`src/hdl/idq_pkg.sv`:
```
package idq_pkg;

  localparam int CAPACITY_DEF = 64;
  localparam int DATA_W       = 32;
  localparam int MODE_W       = 3;
  localparam int STATUS_W     = 2;

  typedef enum logic [MODE_W-1:0] {
    MODE_PUSH_BACK  = 3'd0,
    MODE_POP_BACK   = 3'd1,
    MODE_PUSH_FRONT = 3'd2,
    MODE_POP_FRONT  = 3'd3,
    MODE_INSERT     = 3'd4,
    MODE_ERASE      = 3'd5,
    MODE_CLEAR      = 3'd6
  } mode_t;

  typedef enum logic [STATUS_W-1:0] {
    ST_OK    = 2'd0,
    ST_FULL  = 2'd1,
    ST_INDEX = 2'd2,
    ST_EMPTY = 2'd3
  } status_t;

  typedef struct packed {
    logic ins;
    logic ers;
    logic rd;
  } cell_ctl_t;

endpackage

```
`src/hdl/idq_ctrl.sv`:
```
module idq_ctrl #(
  parameter int CAPACITY = idq_pkg::CAPACITY_DEF,
  parameter int CNT_W    = $clog2(CAPACITY + 1)
) (
  input  logic [idq_pkg::MODE_W-1:0] mode,
  input  logic [CNT_W-1:0]           pos,
  input  logic [CNT_W-1:0]           count,
  output idq_pkg::cell_ctl_t         ctl,
  output logic [CNT_W-1:0]           shift_idx,
  output logic [CNT_W-1:0]           rd_idx,
  output logic [CNT_W-1:0]           count_nxt,
  output idq_pkg::status_t           status
);

  localparam logic [CNT_W-1:0] CAP = CNT_W'(CAPACITY);

  logic full;
  logic empty;

  assign full  = (count >= CAP);
  assign empty = (count == '0);

  always_comb begin
    ctl       = '0;
    shift_idx = '0;
    rd_idx    = '0;
    count_nxt = count;
    status    = idq_pkg::ST_OK;
    unique case (idq_pkg::mode_t'(mode))
      idq_pkg::MODE_PUSH_BACK: begin
        if (full) begin
          status = idq_pkg::ST_FULL;
        end else begin
          ctl.ins   = 1'b1;
          shift_idx = count;
          count_nxt = count + 1'b1;
        end
      end
      idq_pkg::MODE_POP_BACK: begin
        if (empty) begin
          status = idq_pkg::ST_EMPTY;
        end else begin
          ctl.rd    = 1'b1;
          rd_idx    = count - 1'b1;
          count_nxt = count - 1'b1;
        end
      end
      idq_pkg::MODE_PUSH_FRONT: begin
        if (full) begin
          status = idq_pkg::ST_FULL;
        end else begin
          ctl.ins   = 1'b1;
          count_nxt = count + 1'b1;
        end
      end
      idq_pkg::MODE_POP_FRONT: begin
        if (empty) begin
          status = idq_pkg::ST_EMPTY;
        end else begin
          ctl.rd    = 1'b1;
          ctl.ers   = 1'b1;
          count_nxt = count - 1'b1;
        end
      end
      idq_pkg::MODE_INSERT: begin
        if (pos > count) begin
          status = idq_pkg::ST_INDEX;
        end else if (full) begin
          status = idq_pkg::ST_FULL;
        end else begin
          ctl.ins   = 1'b1;
          shift_idx = pos;
          count_nxt = count + 1'b1;
        end
      end
      idq_pkg::MODE_ERASE: begin
        if (empty || (pos > count)) begin
          status = idq_pkg::ST_INDEX;
        end else if (pos < count) begin
          ctl.ers   = 1'b1;
          shift_idx = pos;
          count_nxt = count - 1'b1;
        end
      end
      idq_pkg::MODE_CLEAR: begin
        count_nxt = '0;
      end
      default: begin
      end
    endcase
  end

endmodule

```
`config.mk`:
```
export PLATFORM = sky130hd
export DESIGN_NAME = idq_ctrl
export DESIGN_NICKNAME = d
export VERILOG_FILES = /design/src/hdl/idq_pkg.sv /design/src/hdl/idq_ctrl.sv
export SDC_FILE = /design/constraint.sdc
export NUM_CORES = 1
export LEC_CHECK = 0
export ABC_AREA = 1
export ABC_CLOCK_PERIOD_IN_PS = 3800
export CORE_MARGIN = 2
export CORE_UTILIZATION = 44
export DETAILED_ROUTE_END_ITERATION = 16
export DONT_BUFFER_PORTS = 1
export PLACE_DENSITY = 0.64
export SYNTH_ARGS = -nofsm -noshare
export SYNTH_HDL_FRONTEND = slang
export SYNTH_SLANG_ARGS = --single-unit
```
`constraint.sdc`:
```
create_clock -name vclk -period 3.8
set_input_delay 0.76 -clock vclk [all_inputs]
set_output_delay 0.76 -clock vclk [all_outputs]
set_load 0.1 [all_outputs]
```
==> reports/qor.csv <==
metric,value,unit
synthesis.nets,209,
synthMuxAreaShare,0,%
slew_headroom,70.6,%
drive_above_1_share,36.8,%
core-area,2190,um2
min_period,3.31,ns
vdd_ir_drop_max,0.000133,V
die_area,2720,um2
synthesis.instances,180,
ctsResizeCount,0,
grt.total_usage,24.0,%
synth_fa_ha_area_share,14.7,%
syn_area,1020,um2
worstSetupPathType,in -> out,
antenna_found_initial,0,
yosys.cell_types.count,27,
yosysTopAreaCell,nand2_1,
power_density,214,nW/um2
required,3.04,ns
synth_top_family_by_area,simple AND/OR/NAND/NOR gates,
synthSimpleGateAreaFrac,53.2,%
seq_cell_count,0,
whs_path_depth,2,
synth.top_cell.area_share,15.5,%
nFillCells,215,
start_util,46.5,%
layout_commonest_cell,nand2_1,
post_cts.repair.setup_buffers,0,
grt_overflow,0,
grt_max_degree,18,
mostFrequentLayoutCells,"nand2_1 (36), buf_4 (24), inv_1 (19), nand3_1 (16), nor2_1 (16)",
synth_xor_area_share,6.02,%
min-delay-start,mode[1],
timing.final.crit_share,87.1,%
p_leak,0.741,nW
use_met1,30.1,%
synth_warnings,0,
clock_buffers,0,
finish.utilization,63.2,%
grt_setup_unrepaired,no,
grt_util_met2,46.2,%
start_kind,input pin,
viasPerCell,5.43,
slew_violations,0,
regArea,0,um2
dr.first_iter.drc_count,39,
finalSetupViolations,0,
status,"complete, no violations",
num_io_pins,43,
finalNetCount,235,
vias,1259,
hp-class,in -> out,
cp-end-kind,output port,
rows,17,
crit_fanout,6,
gp_congestion,0.935,
ys_top_cells_by_area,"nand2_1 (15%), ha_1 (15%), nor2_1 (9.2%)",
cp_data_arrival_time,2.55,ns
die_w,52.1,um
portBuffers,0,
drtAntennaViolNets,0,
dp_hpwl,2.58,mm
grt_pass1_vias,1130,
avgSynthCellArea,5.66,um2
routed_wl,3.12,mm
synth_compound_area_share,14.5,%
grt_busiest_layer,met2,
dr.pass1.iters,4,
dpl_cell_area,1380,um2
drc,0,
n_antenna_cell,0,
dieHeight,52.1,um
hold_viol,0,
ctsHoldBuffers,0,
holdPathEnd,rd_idx[0],
cap_violations,0,
use_met3,1.44,%
syn_to_final_growth,35.9,%
grt_pass1_wl,5.04,mm
wl_per_cell,13.4,um
worst_pin_slew,0.438,ns
fmax,302,MHz
synth-seq-area-share,0,%
stdcell_area,1380,um2
cell type report:
class	count	area (um2)	share of cell area, %
Tap cell	28	35.0	2.53
Multi-Input combinational cell	149	995	71.9
Timing Repair Buffer	26	230	16.6
Inverter	29	124	8.95
cells by family after synthesis:
group,count (synthesis)
compound gates,21
fa+ha+maj,12
xor+xnor,7
simple gates,109
buf+inv,31
Yosys cell counts:
master	instances
nor2_4	1
a21oi_1	1
a21o_1	6
nor2_1	25
nand3_1	16
buf_1	1
xnor2_1	1
nor3_4	1
nand4_1	3
o21ai_0	6
a21oi_4	1
nand4_4	1
nand3_2	2
inv_2	6
nor3_1	6
o21ai_1	4
xor2_1	6
o21ai_4	1
nor3b_1	1
o211ai_1	2
nand2_1	42
nand2_2	7
ha_1	12
inv_1	23
nor3_2	3
buf_2	1
nand2_4	1
per-stage QoR:
step                      setup slack (ns)  hold slack [ns]  setup TNS, ns  total power [W]  std cells
after global placement               0.566             1.76              0         0.000295        232
after CTS                            0.497             1.76              0         0.000297        232
after floorplan                     -0.139             1.70         -0.278         0.000239        180
after detailed placement             0.502             1.76              0         0.000296        232
after global routing                 0.342             1.76              0         0.000312        232
final                                0.492             1.76              0         0.000297        232
worst max-delay path, cell delays in order:
cell	delay, ns
clkinvlp_4	0.15
ha_4	0.31
nand2_2	0.06
nor2_1	0.16
nand4_1	0.18
nand2_2	0.17
nand2_2	0.09
nand2_2	0.15
nand2_1	0.07
nand2_1	0.05
inv_1	0.03
nand2_1	0.07
buf_4	0.29
power breakdown:
part           internal [W]  switching [W]
clock                     0              0
sequential                0              0
combinational     0.0000758       0.000221
total             0.0000758       0.000221
how the worst max path moves through the flow:
| stage | from | to | slack [ns] | depth (start not counted) |
|---|---|---|---|---|
| after floorplan | count[4] | count_nxt[2] | -0.14 | 9 |
| after global placement | count[5] | shift_idx[4] | 0.57 | 10 |
| after detailed placement | count[5] | count_nxt[1] | 0.50 | 13 |
| after CTS | count[5] | count_nxt[1] | 0.50 | 13 |
| after global routing | count[5] | count_nxt[3] | 0.34 | 13 |
| final | count[5] | count_nxt[1] | 0.49 | 13 |
layer usage:
layer	share of wire [%]	vias to the layer above
li1	-	633
met3	5.7	0
met4	0	0
met2	49	48
met5	0	-
met1	45	578
Power figures use the tool's default switching activity.
