File: src/hdl/idq_pkg.sv
package idq_pkg;

  localparam int CAPACITY_DEF = 64;
  localparam int DATA_W       = 32;
  localparam int MODE_W       = 3;
  localparam int STATUS_W     = 2;

  typedef enum logic [MODE_W-1:0] {
    MODE_PUSH_BACK  = 3'd0,
    MODE_POP_BACK   = 3'd1,
    MODE_PUSH_FRONT = 3'd2,
    MODE_POP_FRONT  = 3'd3,
    MODE_INSERT     = 3'd4,
    MODE_ERASE      = 3'd5,
    MODE_CLEAR      = 3'd6
  } mode_t;

  typedef enum logic [STATUS_W-1:0] {
    ST_OK    = 2'd0,
    ST_FULL  = 2'd1,
    ST_INDEX = 2'd2,
    ST_EMPTY = 2'd3
  } status_t;

  typedef struct packed {
    logic ins;
    logic ers;
    logic rd;
  } cell_ctl_t;

endpackage

File: src/hdl/idq_cell.sv
module idq_cell #(
  parameter int CNT_W = 7,
  parameter int INDEX = 0
) (
  input  logic                          clk,
  input  idq_pkg::cell_ctl_t            ctl,
  input  logic [CNT_W-1:0]              shift_idx,
  input  logic [CNT_W-1:0]              rd_idx,
  input  logic [idq_pkg::DATA_W-1:0]    word,
  input  logic [idq_pkg::DATA_W-1:0]    left_data,
  input  logic [idq_pkg::DATA_W-1:0]    right_data,
  output logic [idq_pkg::DATA_W-1:0]    data,
  output logic [idq_pkg::DATA_W-1:0]    rd_data
);

  localparam logic [CNT_W-1:0] MY_IDX = CNT_W'(INDEX);

  logic [idq_pkg::DATA_W-1:0] data_r;
  logic [idq_pkg::DATA_W-1:0] data_nxt;

  always_comb begin
    data_nxt = data_r;
    if (ctl.ins) begin
      if (MY_IDX == shift_idx) begin
        data_nxt = word;
      end else if (MY_IDX > shift_idx) begin
        data_nxt = left_data;
      end
    end else if (ctl.ers) begin
      if (MY_IDX >= shift_idx) begin
        data_nxt = right_data;
      end
    end
  end

  always_ff @(posedge clk) begin
    data_r <= data_nxt;
  end

  assign data    = data_r;
  assign rd_data = (ctl.rd && (MY_IDX == rd_idx)) ? data_r : '0;

endmodule

File: config.mk
export PLATFORM = sky130hd
export DESIGN_NAME = idq_cell
export DESIGN_NICKNAME = d
export VERILOG_FILES = /design/src/hdl/idq_pkg.sv /design/src/hdl/idq_cell.sv
export SDC_FILE = /design/constraint.sdc
export NUM_CORES = 1
export LEC_CHECK = 0
export BUFFER_PORTS_ARGS = -buffer_cell sky130_fd_sc_hd__buf_2
export CORE_MARGIN = 4
export CORE_UTILIZATION = 41
export DETAILED_ROUTE_END_ITERATION = 7
export GPL_TIMING_DRIVEN = 0
export MAX_ROUTING_LAYER = met4
export PLACE_DENSITY = 0.87
export SLEW_MARGIN = 20
export SYNTH_ARGS = -nofsm -noshare
export SYNTH_HDL_FRONTEND = slang
export SYNTH_SLANG_ARGS = --single-unit
File: constraint.sdc
create_clock -name clk -period 7.04 [get_ports clk]
set_input_delay 0.352 -clock clk [delete_from_list [all_inputs] [get_ports clk]]
set_output_delay 0.352 -clock clk [all_outputs]
set_load 0.005 [all_outputs]
==> metrics.md, run 1 <==
| Metric | Value |
|---|---|
| Post-DR wirelength/cell | `16.1 um` |
| Slew HR | `0.607` |
| Die area | `6010 um^2` |
| Final count of negative-setup-slack endpoints | `0` |
| CP required | `7.02 ns` |
| Worst Hold End | `data[21]` |
| Crit share post-route | `0.319` |
| Area Growth Syn to Fin | `53.7%` |
| Vias per cell | `5.28` |
| Largest net degree at the start of global routing | `11` |
| Synth area leader | `edfxtp_1` |
| Max FFs per register | `32` |
| Hold/Removal Path Class | `in -> reg` |
| WHS Path Cells | `3` |
| Rows | `25` |
| 1st-pass router iterations | `4` |
| Layout cells sized above 1 | `0.477` |
| Die W | `77.5 um` |
| Critical path type | `in -> reg` |
| IO Pins | `178` |
| Clock share of power | `0.314` |
| Synth cell types | `18` |
| WL final | `7470 um` |
| Delay-heaviest family, CP | `simple AND/OR/NAND/NOR gates` |
| Largest cells by area after synthesis | `edfxtp_1, a31oi_1, and2_1` |
| Max FO, Critical Path | `10` |
| Worst path buffer plus inverter count | `4` |
| RSZ-0062 raised after global routing | `no` |
| Initial drt markers | `131` |
| Syn Nets | `338` |
| Syn Area/Cell | `8.85 um^2` |
| Vias | `2457` |
| Crit end category | `flop` |
| Synthesized instance count | `224` |
| Worst path cell trace | `buf_2 -> or3_1 -> clkbuf_1 -> nor3_2 -> buf_6 -> buf_4` |
| Post-Syn Area | `1980 um^2` |
| Fmax | `0.445 GHz` |
| Outcome | `finished, final reports clean` |
| CTS tree | `built` |
| Worst vdd rail ir drop | `0.0900 mV` |
| Max clock buf depth | `2` |
| Yosys warnings | `0` |
| Post-CTS setup buffers | `0` |
| H-tree level count | `2` |
| CTS Buf Count | `5` |
| P_leak | `1.46 nW` |
| CORE AREA | `4690 um^2` |
| Min-delay src | `right_data[21]` |
| Total GRT Usage | `0.249` |
| Filler instances | `416` |
| Worst-path clk slew | `0.06 ns` |
| Post-route cell area | `3050 um^2` |
| Final hold viol count | `0` |
| Worst setup SP type | `input pin` |
| Flops & latches, synth | `32` |
| Switching power | `0.0000999 W` |
| Post-synth top area share | `0.485` |
| Post-route ant nets | `0` |
| Quantity of gates resized following cts | `0` |
| IO Port Bufs | `176` |
| CTS Hold Bufs | `0` |
| Post-route setup TNS | `0 ns` |
| Ant. Diodes | `0` |
| Vias in the first global route | `2413` |
| CP max-delay cell | `nor3_2` |
| Die H | `77.5 um` |
| Crit path DAT | `2.22 ns` |
| Initial antenna violation count | `0` |
| Part of the power in registers | `0.508` |
| Routability cong. | `0.807` |
| Initial core utilization | `0.422` |
| Cell Int Power | `0.000318 W` |
| Clock sinks | `32` |
| Max-cap violations | `0` |
| DRC | `0` |
| CP peak stage delay | `0.57 ns` |
| Post-DP Area | `2970 um^2` |
| Total power | `0.000418 W` |
| Post-DP HPWL | `6030 um` |
| Min cycle time layout | `2.25 ns` |
| Grt total ovfl | `0` |
| First-pass GRT wire length | `11500 um` |
| Pwr Density | `137 nW/um^2` |
| Switch share | `0.239` |
| Logic gate share of total power | `0.177` |
| Final #Nets | `524` |
| Fin. max-slew vios | `0` |
| Worst-Margin Slew | `0.586 ns` |
| Clk root buf | `clkbuf_8` |
| Seq/Total Area, Yosys | `0.485` |
## final cells by class
cell class | instances | area, um^2 | share of cell area
sequential | 32 | 961 | 0.316
timing repair buffer | 179 | 911 | 0.299
multi-input combinational | 169 | 910 | 0.299
buffer | 22 | 113 | 0.0370
clock buffer | 7 | 76.3 | 0.0251
tap | 54 | 67.6 | 0.0222
clock inverter | 1 | 3.75 | 0.00123
inverter | 1 | 3.75 | 0.00123
## metrics by stage
step	hold slack, ns	setup slack [ns]	util	cells
after detailed placement	0.674	4.50	0.632	457
final	0.396	4.79	0.649	465
after CTS	0.387	4.79	0.649	465
after global placement	0.666	2.06	0.625	454
after global routing	0.403	4.66	0.649	465
after floorplan	0.577	3.25	-	224
## worst max-delay path by stage
| stage | slack [ns] | depth (start not counted) | startpoint | end |
|---|---|---|---|---|
| 3_5_place_dp | 4.50 | 6 | shift_idx[3] | data[11] |
| 4_1_cts | 4.79 | 6 | shift_idx[3] | data[7] |
| 5_1_grt | 4.66 | 6 | shift_idx[3] | data[7] |
| 3_3_place_gp | 2.06 | 4 | shift_idx[3] | data[11] |
| 6_report | 4.79 | 6 | shift_idx[3] | data[7] |
| 2_1_floorplan | 3.25 | 3 | shift_idx[4] | data[0] |
## per-layer routing
metal | vias to the layer above | GRT usage | share of wire | routed length [um]
met3 | 8 | 0.0534 | 0.090 | 673
li1 | 1199 | - | - | -
met1 | 1116 | 0.290 | 0.38 | 2840
met5 | - | - | 0 | 0
met2 | 134 | 0.442 | 0.52 | 3870
met4 | 0 | 0.0534 | 0.012 | 89
## synth_stat cells (all sizes together)
library cell,count
buf,9
inv,1
o21ai,32
nand3,8
nor3,2
and4b,1
and2,32
nor2,34
or4,1
clkbuf,13
or3,1
edfxtp,32
a31oi,32
a21oi,24
nor4,2
## power by group through the flow
stage	combinational [W]	sequential, W	clock [W]
CTS	0.0000740	0.000213	0.000135
detailed placement	0.0000738	0.000217	0
global route	0.0000825	0.000213	0.000144
global placement	0.0000710	0.000217	0
finish	0.0000742	0.000213	0.000131
floorplan	0.0000321	0.000217	0
## tightest hold or removal path: stages
cell	delay (ns)
buf_2	0.07
nor2_1	0.03
a21oi_1	0.10
## cell families after synthesis
family,after synthesis,share of synthesized area
buffers and inverters,23,0.0587
AND/OR/NAND/NOR,81,0.214
AO/OA/AOI/OAI,88,0.242
flip-flops,32,0.485
## cells in the final DEF (no fill, tap or decap), drive strengths merged
cell type and n:
and2 32, inv 1, nor2 34, edfxtp 32, nor3 2, buf 188
a21oi 24, a31oi 32, o21ai 32, or3 1, or4 1, nor4 2
clkinv 1, nand3 8, and4b 1, clkbuf 20
Power figures use the tool's default switching activity.
==> inputs of run 2 (changes only) <==
--- a/config.mk
+++ b/config.mk
@@ -7,11 +7,11 @@
 export LEC_CHECK = 0
 export BUFFER_PORTS_ARGS = -buffer_cell sky130_fd_sc_hd__buf_2
 export CORE_MARGIN = 4
-export CORE_UTILIZATION = 41
+export CORE_UTILIZATION = 38
 export DETAILED_ROUTE_END_ITERATION = 7
 export GPL_TIMING_DRIVEN = 0
 export MAX_ROUTING_LAYER = met4
-export PLACE_DENSITY = 0.87
+export PLACE_DENSITY = 0.81
 export SLEW_MARGIN = 20
 export SYNTH_ARGS = -nofsm -noshare
 export SYNTH_HDL_FRONTEND = slang
==> constraint.sdc (replaced) <==
create_clock -name clk -period 2.1 [get_ports clk]
set_input_delay 0.105 -clock clk [delete_from_list [all_inputs] [get_ports clk]]
set_output_delay 0.105 -clock clk [all_outputs]
set_load 0.005 [all_outputs]
==> run 2 against run 1 <==
  * Sequential cell count did not move
  * Count of clock-buffer cells in the layout fell by 2
  * Power rose to 3.3 times the previous value
  * First-iteration DRC count rose by 11%
  * Non-clock buffer count fell by 1
  * Worst setup slack got worse by 4.4 ns
  * Design area rose by 0.49%
  * Wire length fell by 1.1%
==> metrics.md, run 2 (synthesis results as in run 1) <==
| Metric | Value |
|---|---|
| IO Port Bufs | `176 (unchanged)` |
| Slew HR | `0.601 (-0.00636)` |
| Crit path depth | `5 (-1)` |
| Post-Place Cells | `472 (+3.3%)` |
| Die H | `80.2 um (+3.5%)` |
| CTS Buf Count | `5 (unchanged)` |
| Hold/Removal Path Class | `in -> reg` |
| Max clock buf depth | `2 (unchanged)` |
| Largest net degree at the start of global routing | `17 (+6)` |
| Pwr Density | `449 nW/um^2 (+230%)` |
| WL final | `7390 um (-1.1%)` |
| Post-route ant nets | `0 (unchanged)` |
| Post-route setup TNS | `0 ns (unchanged)` |
| CTS tree | `built` |
| Vias | `2430 (-1.1%)` |
| Quantity of gates resized following cts | `0 (unchanged)` |
| Post-DP Area | `2990 um^2 (+0.89%)` |
| Non-filler cells, final | `477 (+2.6%)` |
| Commonest non-fill, non-tap cells in the layout | `buf_2, nor2_1, a31oi_1, and2_1, edfxtp_1` |
| Worst setup SP type | `input pin` |
| RSZ-0062 raised after global routing | `no` |
| CP max-delay cell | `or3_1` |
| Worst-path clk slew | `0.06 ns (about the same)` |
| Area Growth Syn to Fin | `54.4%` |
| Post-DR wirelength/cell | `15.5 um (-3.6%)` |
| DRC | `0 (unchanged)` |
| Post-CTS setup buffers | `0 (unchanged)` |
| P_leak | `1.46 nW (-0.10%)` |
| Rows | `26 (+4.0%)` |
| WHS Path Cells | `3 (unchanged)` |
| Clk root buf | `clkbuf_8` |
| Final Util | `0.603 (-0.0460)` |
| Vias in the first global route | `2273 (-5.8%)` |
| Grt total ovfl | `0 (unchanged)` |
| H-tree level count | `2 (unchanged)` |
| Max FFs per register | `32 (unchanged)` |
| Max FO, Critical Path | `16 (+6)` |
| Initial antenna violation count | `0 (unchanged)` |
| Commonest non-fill, non-tap cell in the layout | `buf_2` |
| Worst path buffer plus inverter count | `3 (-1)` |
| CP peak stage delay | `0.46 ns (-0.11 ns)` |
| Post-route cell area | `3060 um^2 (+0.49%)` |
| Die area | `6440 um^2 (+7.1%)` |
| Worst-Margin Slew | `0.594 ns (+0.00817 ns)` |
| Min cycle time layout | `1.68 ns` |
| 1st-pass router iterations | `4 (unchanged)` |
| Crit path DAT | `1.65 ns (-0.57 ns)` |
| Worst vdd rail ir drop | `0.217 mV (+140%)` |
| Crit end category | `flop` |
| Post-DP HPWL | `5850 um (-3.0%)` |
| Ant. Diodes | `0 (unchanged)` |
| Final count of negative-setup-slack endpoints | `0 (unchanged)` |
| Max-cap violations | `0 (unchanged)` |
| Total GRT Usage | `0.219 (-0.0301)` |
| Delay-heaviest family, CP | `simple AND/OR/NAND/NOR gates` |
| Min-delay src | `right_data[9]` |
| Die W | `80.2 um (+3.5%)` |
| Clock sinks | `32 (unchanged)` |
| Outcome | `finished, final reports clean` |
| Crit share post-route | `0.799` |
| Critical path type | `in -> reg` |
| First-pass GRT wire length | `10600 um (-8.3%)` |
| Final hold viol count | `0 (unchanged)` |
| Fin. max-slew vios | `0 (unchanged)` |
| IO Pins | `178 (unchanged)` |
| Initial core utilization | `0.391 (-0.0319)` |
| Fmax | `0.596 GHz` |
| Worst path cell trace | `buf_2 -> or3_1 -> clkbuf_1 -> nor3_4 -> buf_8` |
| Layout cells sized above 1 | `0.479 (+0.00223)` |
| Hold WS | `0.153 ns (-0.242 ns)` |
| CORE AREA | `5070 um^2 (+8.2%)` |
| Initial drt markers | `146 (+11%)` |
| Final #Nets | `523 (-0.19%)` |
| Routability cong. | `0.816 (+1.1%)` |
| Vias per cell | `5.09 (-3.6%)` |
| Crit path launch | `shift_idx[3]` |
| CTS Hold Bufs | `0 (unchanged)` |
| CP required | `2.07 ns (-4.95 ns)` |
run 2: changes by cell type in the layout (fill, tap and decap cells not counted), sizes merged:
cell	delta
buf	-1
clkinv	-1
clkbuf	-2
run 2: worst paths after layout:
kind              endpoint  slack [ns]
hold / removal     data[9]        0.15
setup / recovery   data[8]        0.42
run 2: tightest hold or removal path, cell delays in order:
cell and delay [ns]:
buf_2 0.08, nor2_1 0.03, a21oi_1 0.09
run 2: layout make-up:
| cell class | count | area (um^2) |
|---|---|---|
| plain buffers | 22 | 113 |
| clock buffers | 5 | 68.8 |
| well taps | 70 | 87.6 |
| fillers | 460 | 2010 |
| flip-flops and latches | 32 | 961 |
| repair buffers | 178 | 911 |
| multi-input cells | 169 | 916 |
| inverters | 1 | 3.75 |
run 2: report_power, final:
part	total [W]	internal [W]	leakage, nW	switching [W]
Sequential	0.000713	0.000712	0.298	0.00000140
Combinational	0.000249	0.000126	1.12	0.000124
Clock	0.000410	0.000213	0.0359	0.000197
Total	0.00137	0.00105	1.46	0.000322
run 2: per-stage QoR:
step	total power, W	setup WS (ns)
2_1_floorplan	0.000836	0.0153
3_5_place_dp	0.000974	0.142
3_3_place_gp	0.000967	-0.523
6_report	0.00137	0.422
4_1_cts	0.00138	0.422
5_1_grt	0.00144	0.353
run 2: layer usage:
layer	wire [um]	vias to the layer above	global-route usage
met4	80	0	0.0541
met5	0	-	-
met3	603	6	0.0404
met1	2980	1101	0.260
li1	-	1194	-
met2	3730	129	0.383
